--- src/hw/rtl/uvn_pkg.sv ---
// uvn_pkg: shared constants and types for the 2d unit vector normalizer
// no dependencies; imported by every module under hw/rtl

package uvn_pkg;

  localparam int IN_WIDTH_DEF  = 16;
  localparam int FRAC_BITS_DEF = 14;
  localparam int OUT_WIDTH     = 16;

  // per-item sign and zero flags that ride along the pipeline
  typedef struct packed {
    logic neg_x;
    logic neg_y;
    logic nonzero;
  } uvn_flags_t;

endpackage

--- src/hw/rtl/uvn_prep.sv ---
// uvn_prep: magnitudes, squares and initial remainders for the rounding chain
// depends on uvn_pkg

module uvn_prep import uvn_pkg::*; #(
  parameter int IN_WIDTH  = IN_WIDTH_DEF,
  parameter int FRAC_BITS = FRAC_BITS_DEF
) (
  input  logic                                         clk,
  input  logic                                         rst,
  input  logic                                         in_valid,
  output logic                                         in_ready,
  input  logic signed [IN_WIDTH-1:0]                   in_x,
  input  logic signed [IN_WIDTH-1:0]                   in_y,
  output logic                                         out_valid,
  input  logic                                         out_ready,
  output uvn_flags_t                                   out_flags,
  output logic        [2*IN_WIDTH-1:0]                 out_s,
  output logic signed [2*IN_WIDTH+2*FRAC_BITS+3:0]     out_rx,
  output logic signed [2*IN_WIDTH+2*FRAC_BITS+3:0]     out_ry,
  output logic signed [2*IN_WIDTH+2*FRAC_BITS+3:0]     out_px,
  output logic signed [2*IN_WIDTH+2*FRAC_BITS+3:0]     out_py
);

  localparam int W  = IN_WIDTH;
  localparam int SW = 2 * IN_WIDTH;
  localparam int RW = 2 * IN_WIDTH + 2 * FRAC_BITS + 4;

  logic          va, vb, vc;
  logic          en_a, en_b, en_c;
  logic [W-1:0]  xu, yu;
  logic [W-1:0]  mag_x, mag_y;
  logic          neg_xa, neg_ya, neg_xb, neg_yb;
  logic [SW-1:0] sq_x, sq_y;
  logic [SW-1:0] prod_x, prod_y;
  logic [SW-1:0] sum_s;

  assign en_c     = !vc || out_ready;
  assign en_b     = !vb || en_c;
  assign en_a     = !va || en_b;
  assign in_ready = en_a;
  assign out_valid = vc;

  assign xu = in_x;
  assign yu = in_y;

  assign prod_x = mag_x * mag_x;
  assign prod_y = mag_y * mag_y;
  assign sum_s  = sq_x + sq_y;

  always_ff @(posedge clk) begin
    if (rst) begin
      va <= 1'b0;
      vb <= 1'b0;
      vc <= 1'b0;
    end else begin
      if (en_a) va <= in_valid;
      if (en_b) vb <= va;
      if (en_c) vc <= vb;
    end
  end

  // stage a: magnitudes, most negative value maps to 2^(W-1) exactly
  always_ff @(posedge clk) begin
    if (en_a) begin
      neg_xa <= xu[W-1];
      neg_ya <= yu[W-1];
      mag_x  <= xu[W-1] ? (~xu + 1'b1) : xu;
      mag_y  <= yu[W-1] ? (~yu + 1'b1) : yu;
    end
  end

  // stage b: squares
  always_ff @(posedge clk) begin
    if (en_b) begin
      neg_xb <= neg_xa;
      neg_yb <= neg_ya;
      sq_x   <= prod_x;
      sq_y   <= prod_y;
    end
  end

  // stage c: remainder a^2*2^(2F+2) - s and partial product -s for q = 0
  always_ff @(posedge clk) begin
    if (en_c) begin
      out_flags.neg_x   <= neg_xb;
      out_flags.neg_y   <= neg_yb;
      out_flags.nonzero <= (sum_s != '0);
      out_s             <= sum_s;
      out_rx <= $signed(RW'(sq_x) << (2 * FRAC_BITS + 2)) - $signed(RW'(sum_s));
      out_ry <= $signed(RW'(sq_y) << (2 * FRAC_BITS + 2)) - $signed(RW'(sum_s));
      out_px <= -$signed(RW'(sum_s));
      out_py <= -$signed(RW'(sum_s));
    end
  end

endmodule

--- config.mk ---
export PLATFORM = sky130hd
export DESIGN_NAME = uvn_prep
export DESIGN_NICKNAME = d
export VERILOG_FILES = /design/src/hw/rtl/uvn_pkg.sv /design/src/hw/rtl/uvn_prep.sv
export SDC_FILE = /design/constraint.sdc
export NUM_CORES = 1
export LEC_CHECK = 0
export BUFFER_PORTS_ARGS = -buffer_cell sky130_fd_sc_hd__buf_2
export CAP_MARGIN = 15
export CORE_ASPECT_RATIO = 1.4
export CORE_UTILIZATION = 60
export DETAILED_ROUTE_END_ITERATION = 8
export PLACE_DENSITY_LB_ADDON = 0.25
export SYNTH_ARGS = -nofsm -noshare
export SYNTH_HDL_FRONTEND = slang
export SYNTH_SLANG_ARGS = --single-unit
--- constraint.sdc ---
create_clock -name clk -period 11.2 [get_ports clk]
set_input_delay 0.56 -clock clk [delete_from_list [all_inputs] [get_ports clk]]
set_output_delay 0.56 -clock clk [all_outputs]
set_load 0.05 [all_outputs]
# Word level (Yosys, flattened, before mapping)
# Index checks and enable logic that the tools add are counted.
totals:
  ff_bits: 330
  word_cells: 39
classes:
  n_bitwise: 2
  mux: 2
  n_mul: 2
  addsub: 6
  n_reduce_logical: 7
op_table:
  columns: ["operator", "n"]
  rows:
  - ["62-bit by 32-bit subtractor with 63-bit output", 2]
  - ["16-bit by 16-bit multiplier with 32-bit output", 2]
  - ["32-bit negator with 64-bit output", 1]
  - ["16-bit by 1-bit adder with 16-bit output (second input constant)", 2]
  - ["32-bit adder", 1]
  - ["16-bit NOT", 2]
  - ["32-bit nonzero test", 1]
  - ["15-bit two-way mux", 2]
  - ["1-bit logical NOT", 3]
  - ["1-bit logical OR", 3]

# Depth between registers and ports, before layout
# Gate-level depths: netlist (run 1).
logic_depth:
  word_depth: 4
  depth_mapped: 26
  ltp_nobuf: 25

# Least setup slack after synthesis (run 1)
# No wires, ideal clock.
synth_path:
  path_type: "register -> register"
  startpoint: "register mag_y[4]"
  endpoint: "register sq_y[30] (data pin)"
  path_slack_ps: 4495
  stages_incl_launch_ff: 23
  t_arrival_ps: 6440
  required_time_ps: 10935
  cell_sequence: "edfxtp_1 -> clkbuf_1 -> clkbuf_1 -> nand2_1 -> fa_1 -> fa_1 -> inv_1 -> fa_1 -> fa_1 -> fa_1 -> inv_1 -> fa_1 -> inv_1 -> ha_1 -> or4_1 -> nand2b_1 -> o22ai_1 -> a21oi_1 -> a2111oi_0 -> nor3_1 -> nor3_1 -> o21ai_0 -> xor2_1"
synth_between:
  elab_chain_len: 1
synth_lines:
  columns: ["element", "line", "text"]
  rows:
  - ["start, declared", "uvn_prep.sv:31", "logic [W-1:0] mag_x, mag_y;"]
  - ["start signal, assigned", "uvn_prep.sv:68", "mag_y <= yu[W-1] ? (~yu + 1'b1) : yu;"]
  - ["16-bit by 16-bit multiplier with 32-bit output", "uvn_prep.sv:47", "assign prod_y = mag_y * mag_y;"]
  - ["net prod_y[30]", "uvn_prep.sv:34", "logic [SW-1:0] prod_x, prod_y;"]
  - ["end signal, assigned", "uvn_prep.sv:78", "sq_y <= prod_y;"]
  - ["end, declared", "uvn_prep.sv:33", "logic [SW-1:0] sq_x, sq_y;"]
# The timed path passes the listed nets, and every way through them passes these cells.
# A chain may end at the register's enable or synchronous reset.

# Worst setup path in the final report (run 1)
# Same ends and word-level chain as after synthesis.

==> results of run 1 <==
state kept, by name, indices dropped and copies added (netlist names), 2 cells and up:
| signal | cells |
|---|---|
| mag_y | 16 |
| sq_x | 31 |
| mag_x | 16 |
| out_flags | 2 |
| sq_y | 31 |
| out_ry | 33 |
| out_rx | 62 |
| out_s | 32 |
| out_px | 33 |
worst max-delay path by stage:
stage	start	end	cells after the start
floorplan	mag_y[4]	sq_y[30]	22
global placement	mag_x[0]	sq_x[30]	21
detailed placement	mag_y[12]	sq_y[30]	22
CTS	mag_y[12]	sq_y[30]	22
global route	mag_x[12]	sq_x[30]	21
finish	mag_y[4]	sq_y[30]	21
final cells by class:
class,instances,area [um2]
clock buffers,27,654.4
clock inverters,19,191.4
fillers,3705,15960
inverters,537,2021
multi-input cells,1770,17030
flip-flops and latches,263,7868
well taps,617,772.0
repair buffers,336,1702
cell families (layout without fill, tap and decap cells):
kind of cell	count (synthesis)	count (layout)	share of synthesized area
buffers and inverters	743	919	0.1164
and+or+nand+nor	710	710	0.1307
adders and majority gates	567	567	0.3392
AOI/OAI and AO/OA	275	275	0.06586
DFF	263	263	0.2793
xor gates and xnor gates	208	208	0.06493
muxes	10	10	0.003642
synthesized netlist by cell type, types with 21 or more instances:
master / number
inv_1: 536
fa_1: 328
edfxtp_1: 260
ha_1: 239
nand2_1: 223
xnor2_1: 161
buf_4: 129
nor2_1: 106
and2_1: 104
a21oi_1: 77
clkbuf_1: 70
nand3_1: 49
xor2_1: 46
nor3_1: 45
o21ai_0: 43
nand4_1: 34
a21o_1: 32
or3_1: 22
nand2b_1: 21
metal layers:
| layer | global-route usage | part of all wire |
|---|---|---|
| met2 | 0.5415 | 0.52 |
| met3 | 0.03794 | 0.055 |
| met4 | 0.1481 | 0.053 |
| met5 | 0 | 0 |
| met1 | 0.3402 | 0.38 |
cells in the final DEF (no fill, tap or decap), drive strengths merged, types with 38 or more instances in the layout:
cell type and n:
a21oi 78, and2 104, buf 336, edfxtp 260
fa 328, ha 239, inv 538, nand2 223
nand3 49, nand4 38, nor2 106, nor3 45
o21ai 47, xnor2 162, xor2 46
critical path, stage by stage (launching register included):
cell and delay, ns:
edfxtp_1 0.68, and2_1 0.34, fa_1 0.56, inv_1 0.06, fa_1 0.54, inv_1 0.06, fa_1 0.53, fa_1 0.46
fa_1 0.55, inv_1 0.06, fa_1 0.53, inv_1 0.05, ha_1 0.25, or4_1 0.51, nand2b_1 0.17, o22ai_1 0.15
a21oi_1 0.13, a2111oi_0 0.80, nor3_1 0.19, nor3_1 0.31, o21ai_0 0.16, xor2_1 0.16
stage by stage:
stage               setup WS [ns]  std cells  hold slack [ns]  cell area, um2  utilization
CTS                         3.734       3569           0.1532           30230       0.6545
detailed placement          3.724       3523           0.4052           29390       0.6361
global placement            4.015       3523           0.4043           29390       0.6361
floorplan                   4.495       2776           0.4003           28170            -
global route                3.239       3569           0.1624           30230       0.6545
finish                      3.733       3569           0.1694           30230       0.6545
==> out/qor.csv, run 1 <==
metric,value,unit
first-pass GRT wire length,108800,um
WS Path Type,flop to flop,
Row Count,93,
H-Tree Depth,1,
# nets final,3537,
area of the die,47840,um2
die width,185.1,um
share of layout cells above drive strength 1,0.1433,
hold path endpoint,va,
r2r worst-path depth,21,
io pins,329,
gr usage total,0.2974,
worst-path fanout max,18,
"area leader, netlist",edfxtp_1,
vias in the first global route,20700,
Root Buffer,clkbuf_16,
grt ovf,0,
Post-synth EDFFs,260,
CTS max path bufs,3,
min-delay worst type,input pin to flop,
post-DP HPWL,55740,um
Fin. Hold Viols,0,
core area,46200,um2
Yosys top cell area share,0.2771,
"antenna viol nets, final",0,
cts bufs inserted,26,
Post-CTS Resized,0,
CP arrival,7.79,ns
synth-to-layout area growth,7.310,%
required time of the critical path,11.52,ns
largest net degree at the start of global routing,96,
Netlist cell types,81,
final setup fails,0,
Least-Margin Pin Slew,1.039,ns
Clock Pin Slew Worst Setup and Hold Paths,0.06,ns
Syn Area/Cell,10.15,um2
"top cells by area, synth","edfxtp_1, fa_1, ha_1, inv_1, xnor2_1",
final WL,68170,um
Via density,5.504,
CP Capture Type,flop,
TNS Setup,0,ns
Syn Inst Count,2776,
Via Count,19640,
cts hold-fix bufs,0,
status,"complete, no violations",
initial core utilization,0.6099,
Tmin final,7.467,ns
synth warn,0,
Rel. slew slack,0.3038,
Max Fclk,133.9,MHz
hold path cells,2,
worst flop-to-flop path startpoint,mag_y[4],
drt first pass iters,5,
Initial DRC Count,1025,
Clock Sinks,263,
Main synth FF type,edfxtp_1,
die height,258.4,um
IO Port Bufs,328,
Mapped Nets,3379,
initial antenna violation count,0,
min-delay src,rst,
#FFs+latches synth,263,
RD Place Congestion,0.9484,
asr flop ratio synth,0,
drt drc,0,
Synth Cell Area,28170,um2
R2R Setup Slk,3.73,ns
Max Cap Violations,0,
DR WL/cell,19.10,um
"Slew Viols, Final",0,
CP Launch Type,flop,
Diodes inserted,0,
later-pin clock latency in the skew report,0.58,ns
sequential area share after synthesis,0.2793,
postcts setup bufs,0,
RSZ-0062 raised after global routing,false,
Final Cycle Share,0.6667,
CTS tree,built,
Layout Skew,0.02929,ns
Critical R2R Capture,sq_y[30],
Power of run 1 is not shown: default switching activity piles up to over one toggle a cycle in this logic, so the estimate is an artifact.
==> run 2, diff against run 1 <==
clock period = 7.6 ns   (was 11.2 ns; I/O delays follow)
==> out/qor.csv, run 2 (same netlist as run 1, synthesis figures left out) <==
metric,value,unit,change
"antenna viol nets, final",0,,unchanged
Initial DRC Count,1152,,+12%
largest net degree at the start of global routing,96,,unchanged
synth-to-layout area growth,8.265,%,
share of layout cells above drive strength 1,0.1513,,+0.007999
die width,185.1,um,unchanged
CTS tree,built,,
TNS Setup,0,ns,unchanged
# nets final,3564,,+0.76%
drt first pass iters,5,,unchanged
post-DP HPWL,56790,um,+1.9%
IO Port Bufs,328,,unchanged
Row Count,93,,unchanged
worst-path fanout max,17,,-1
area of the die,47840,um2,unchanged
required time of the critical path,7.90,ns,-3.62 ns
Top reg by flops,out_rx,,
Via Count,19980,,+1.7%
drt drc,0,,unchanged
cts bufs inserted,26,,unchanged
max reg flops,62,,unchanged
Fin. Hold Viols,0,,unchanged
final setup fails,0,,unchanged
Max Cap Violations,0,,unchanged
Final Cycle Share,0.9495,,+0.2828
DR WL/cell,19.23,um,+0.70%
most frequent cells in the layout,"inv_1, fa_1, buf_2",,
RSZ-0062 raised after global routing,false,,
"most common cell after layout, fill and taps aside",inv_1,,
Max Fclk,138.6,MHz,+3.5%
Clock Pin Slew Worst Setup and Hold Paths,0.06,ns,about the same
registers with the most flip-flops,"out_rx (62), out_px (33), out_ry (33)",,
Diodes inserted,0,,unchanged
initial core utilization,0.6099,,unchanged
RD Place Congestion,0.9589,,+1.1%
CP Capture Type,flop,,
min-delay worst type,input pin to flop,,
status,"complete, no violations",,
Least-Margin Pin Slew,1.033,ns,-0.006153 ns
Via density,5.553,,+0.89%
CP Launch Type,flop,,
final WL,69210,um,+1.5%
Root Buffer,clkbuf_16,,
grt ovf,0,,unchanged
core area,46200,um2,unchanged
vias in the first global route,21030,,+1.6%
Layout Skew,0.01653,ns,-0.01276 ns
H-Tree Depth,1,,unchanged
"Slew Viols, Final",0,,unchanged
CTS max path bufs,3,,unchanged
Tmin final,7.216,ns,-0.2505 ns
io pins,329,,unchanged
first-pass GRT wire length,109900,um,+1.0%
CP arrival,7.52,ns,-0.27 ns
fillers,3670,,-0.94%
WS Path Type,flop to flop,,
later-pin clock latency in the skew report,0.56,ns,-0.02 ns
gr usage total,0.3000,,+0.002555
die height,258.4,um,unchanged
Rel. slew slack,0.3079,,+0.004122
Clock Sinks,263,,unchanged
initial antenna violation count,0,,unchanged
run 2: changes by cell type in the layout (fill, tap and decap cells not counted), sizes merged:
cell	delta
inv	+2
clkbuf	+2
clkinv	-2
dlygate4sd3	+1
buf	+26
run 2: critical path: stages (launching register included):
cell,delay (ns)
edfxtp_1,0.64
and2_1,0.28
fa_1,0.50
inv_1,0.05
fa_1,0.48
inv_1,0.05
fa_1,0.49
inv_1,0.05
fa_1,0.47
inv_1,0.05
fa_1,0.52
inv_1,0.06
fa_1,0.53
inv_1,0.05
ha_1,0.37
a21o_1,0.14
nand2_1,0.07
nand2b_1,0.08
a221o_1,0.26
a41oi_1,0.21
a2111oi_1,0.56
nor3_1,0.15
o41ai_1,0.52
a21boi_0,0.20
xnor2_1,0.16
run 2: area by class of cell:
type	count	area, um2	share of cell area
clock buffer	29	683.2	0.02240
sequential	263	7868	0.2579
multi-input combinational	1770	17030	0.5584
tap	617	772.0	0.02531
clock inverter	19	206.4	0.006768
timing repair buffer	363	1919	0.06293
inverter	537	2021	0.06625
run 2: path summary, 6_finish.rpt:
kind	to	slack [ns]	from	cells past startpoint
setup / recovery	sq_x[30]	0.38	mag_x[2]	24
hold / removal	mag_x[0]	0.04	in_x[0]	1
setup reg to reg	sq_x[30]	0.38	mag_x[2]	24
hold reg to reg	out_flags[1]	0.42	neg_yb	0
run 2: timing repair:
action / CTS / global route
hold endpoints to repair: 3 / 0
hold buffers: 1 / 0
gates resized for setup: 0 / 3
setup endpoints to repair: 0 / 3
setup buffers: 0 / 6
run 2: metal layers:
metal / global-route usage / share of wire / up-vias
met5: 0 / 0 / -
met1: 0.3419 / 0.37 / 9801
met2: 0.5320 / 0.50 / 744
li1: - / - / 9234
met3: 0.04272 / 0.060 / 200
met4: 0.1761 / 0.066 / 0
run 2: per-stage QoR:
stage	utilization	hold slack, ns	cell area [um2]	setup WS [ns]	instances
finish	0.6603	0.03898	30500	0.3836	3598
global route	0.6603	0.03254	30500	0.05950	3598
CTS	0.6589	0.01221	30440	0.2040	3592
detailed placement	0.6394	0.4092	29540	0.2131	3543
global placement	0.6394	0.4050	29540	0.4602	3543
floorplan	-	0.4003	28170	0.8953	2776
Power of run 2 is left out for the same reason.
==> run 3, diff against run 2 <==
clock period = 8.5 ns   (was 7.6 ns; I/O delays follow)
==> out/qor.csv, run 3 (same netlist as run 1, synthesis figures left out) <==
metric,value,unit,change
min-delay src,rst,,
die width,185.1,um,unchanged
CP max-delay cell,a2111oi_0,,
Diodes inserted,0,,unchanged
fillers,3726,,+1.5%
vias in the first global route,20560,,-2.2%
Layout Skew,0.01949,ns,+0.002957 ns
required time of the critical path,8.81,ns,+0.91 ns
initial core utilization,0.6099,,unchanged
Via Count,19660,,-1.6%
synth-to-layout area growth,7.825,%,
grt ovf,0,,unchanged
WS Path Type,flop to flop,,
RSZ-0062 raised after global routing,false,,
TNS Setup,0,ns,unchanged
Initial DRC Count,1112,,-3.5%
Fin. Hold Viols,0,,unchanged
Rel. slew slack,0.2818,,-0.02610
Max Cap Violations,0,,unchanged
IO Port Bufs,328,,unchanged
Max Fclk,134.6,MHz,-2.9%
Final Cell Area,30380,um2,-0.41%
drt drc,0,,unchanged
crit path cell chain,inv_1 -> nor2_1 -> fa_1 -> inv_1 -> fa_1 -> inv_1 -> fa_1 -> fa_1 -> fa_1 -> inv_1 -> fa_1 -> inv_1 -> ha_1 -> or4_1 -> nand2b_1 -> o22ai_1 -> a21oi_1 -> a2111oi_0 -> nor3_1 -> nor3_1 -> o21ai_0 -> xor2_1,,
first-pass GRT wire length,107500,um,-2.2%
Top reg by flops,out_rx,,
CTS max path bufs,3,,unchanged
most frequent cells in the layout,"inv_1, fa_1, buf_2",,
top cell family by delay on the critical path,adder cells,,
final WL,67860,um,-1.9%
"antenna viol nets, final",0,,unchanged
CP arrival,7.73,ns,+0.21 ns
later-pin clock latency in the skew report,0.57,ns,about the same
CP Launch Type,flop,,
cts hold-fix bufs,0,,-1
Layout Utilization,0.6576,,-0.002682
io pins,329,,unchanged
crit-path most repeated cell,fa_1,,
largest net degree at the start of global routing,96,,unchanged
Crit path largest cell delay,0.76,ns,+0.12 ns
CTS tree,built,,
area of the die,47840,um2,unchanged
Final Cycle Share,0.8740,,-0.07555
# nets final,3540,,-0.67%
"most common cell after layout, fill and taps aside",inv_1,,
CP Launch Point,mag_y[12],,
Tmin final,7.429,ns,+0.2124 ns
min-delay worst type,input pin to flop,,
H-Tree Depth,1,,unchanged
DR WL/cell,19.00,um,-1.2%
Placed Area,29410,um2,-0.43%
drt first pass iters,5,,unchanged
CP Capture Type,flop,,
RD Place Congestion,0.9588,,about the same
Post-CTS Resized,0,,unchanged
final setup fails,0,,unchanged
registers with the most flip-flops,"out_rx (62), out_px (33), out_ry (33)",,
max reg flops,62,,unchanged
core area,46200,um2,unchanged
postcts setup bufs,0,,unchanged
Root Buffer,clkbuf_16,,
worst flop-to-flop path startpoint,mag_y[12],,
Least-Margin Pin Slew,1.072,ns,+0.03895 ns
post-DP HPWL,55520,um,-2.2%
Clock Pin Slew Worst Setup and Hold Paths,0.07,ns,about the same
gr usage total,0.2937,,-0.006257
Row Count,93,,unchanged
CP bufs+invs,5,,-1
"Slew Viols, Final",0,,unchanged
die height,258.4,um,unchanged
status,"complete, no violations",,
Clock Sinks,263,,unchanged
worst-path fanout max,13,,-4
cts bufs inserted,26,,unchanged
Via density,5.503,,-0.90%
initial antenna violation count,0,,unchanged
share of layout cells above drive strength 1,0.1452,,-0.006114
run 3: cell types whose count changed in the layout (fill, tap and decap cells not counted), sizes merged:
cell	before	now
buf	362	339
bufinv	3	7
clkinv	11	7
inv	540	537
clkinvlp	2	3
dlygate4sd3	1	0
run 3: layout make-up:
cell class	count	area, um2	share of cell area
multi-input cells	1770	17030	0.5604
inverters	537	2021	0.06652
flip-flops and latches	263	7868	0.2590
clock buffers	29	683.2	0.02249
repair buffers	339	1724	0.05676
clock inverters	17	285.3	0.009391
well taps	617	772.0	0.02541
run 3: stage by stage:
step	hold WS (ns)	cells	setup WS [ns]
final	0.05923	3572	1.071
after CTS	0.02960	3572	1.100
after detailed placement	0.4061	3526	1.107
after global placement	0.4069	3526	1.309
after floorplan	0.4003	2776	1.795
after global routing	0.05235	3572	0.6036
run 3: path summary, 6_finish.rpt:
path	end	slack (ns)	cells past startpoint
worst min register to register	neg_xb	0.42	0
worst max-delay path	sq_y[30]	1.07	22
worst min-delay path	out_valid	0.06	2
worst max register to register	sq_y[30]	1.07	22
run 3: layer usage:
metal,global-route usage,up-vias,share of wire
li1,-,9184,-
met1,0.3322,9641,0.37
met2,0.5372,679,0.51
met3,0.04258,153,0.060
met4,0.1416,0,0.053
met5,0,-,0
Power of run 3 is left out for the same reason.
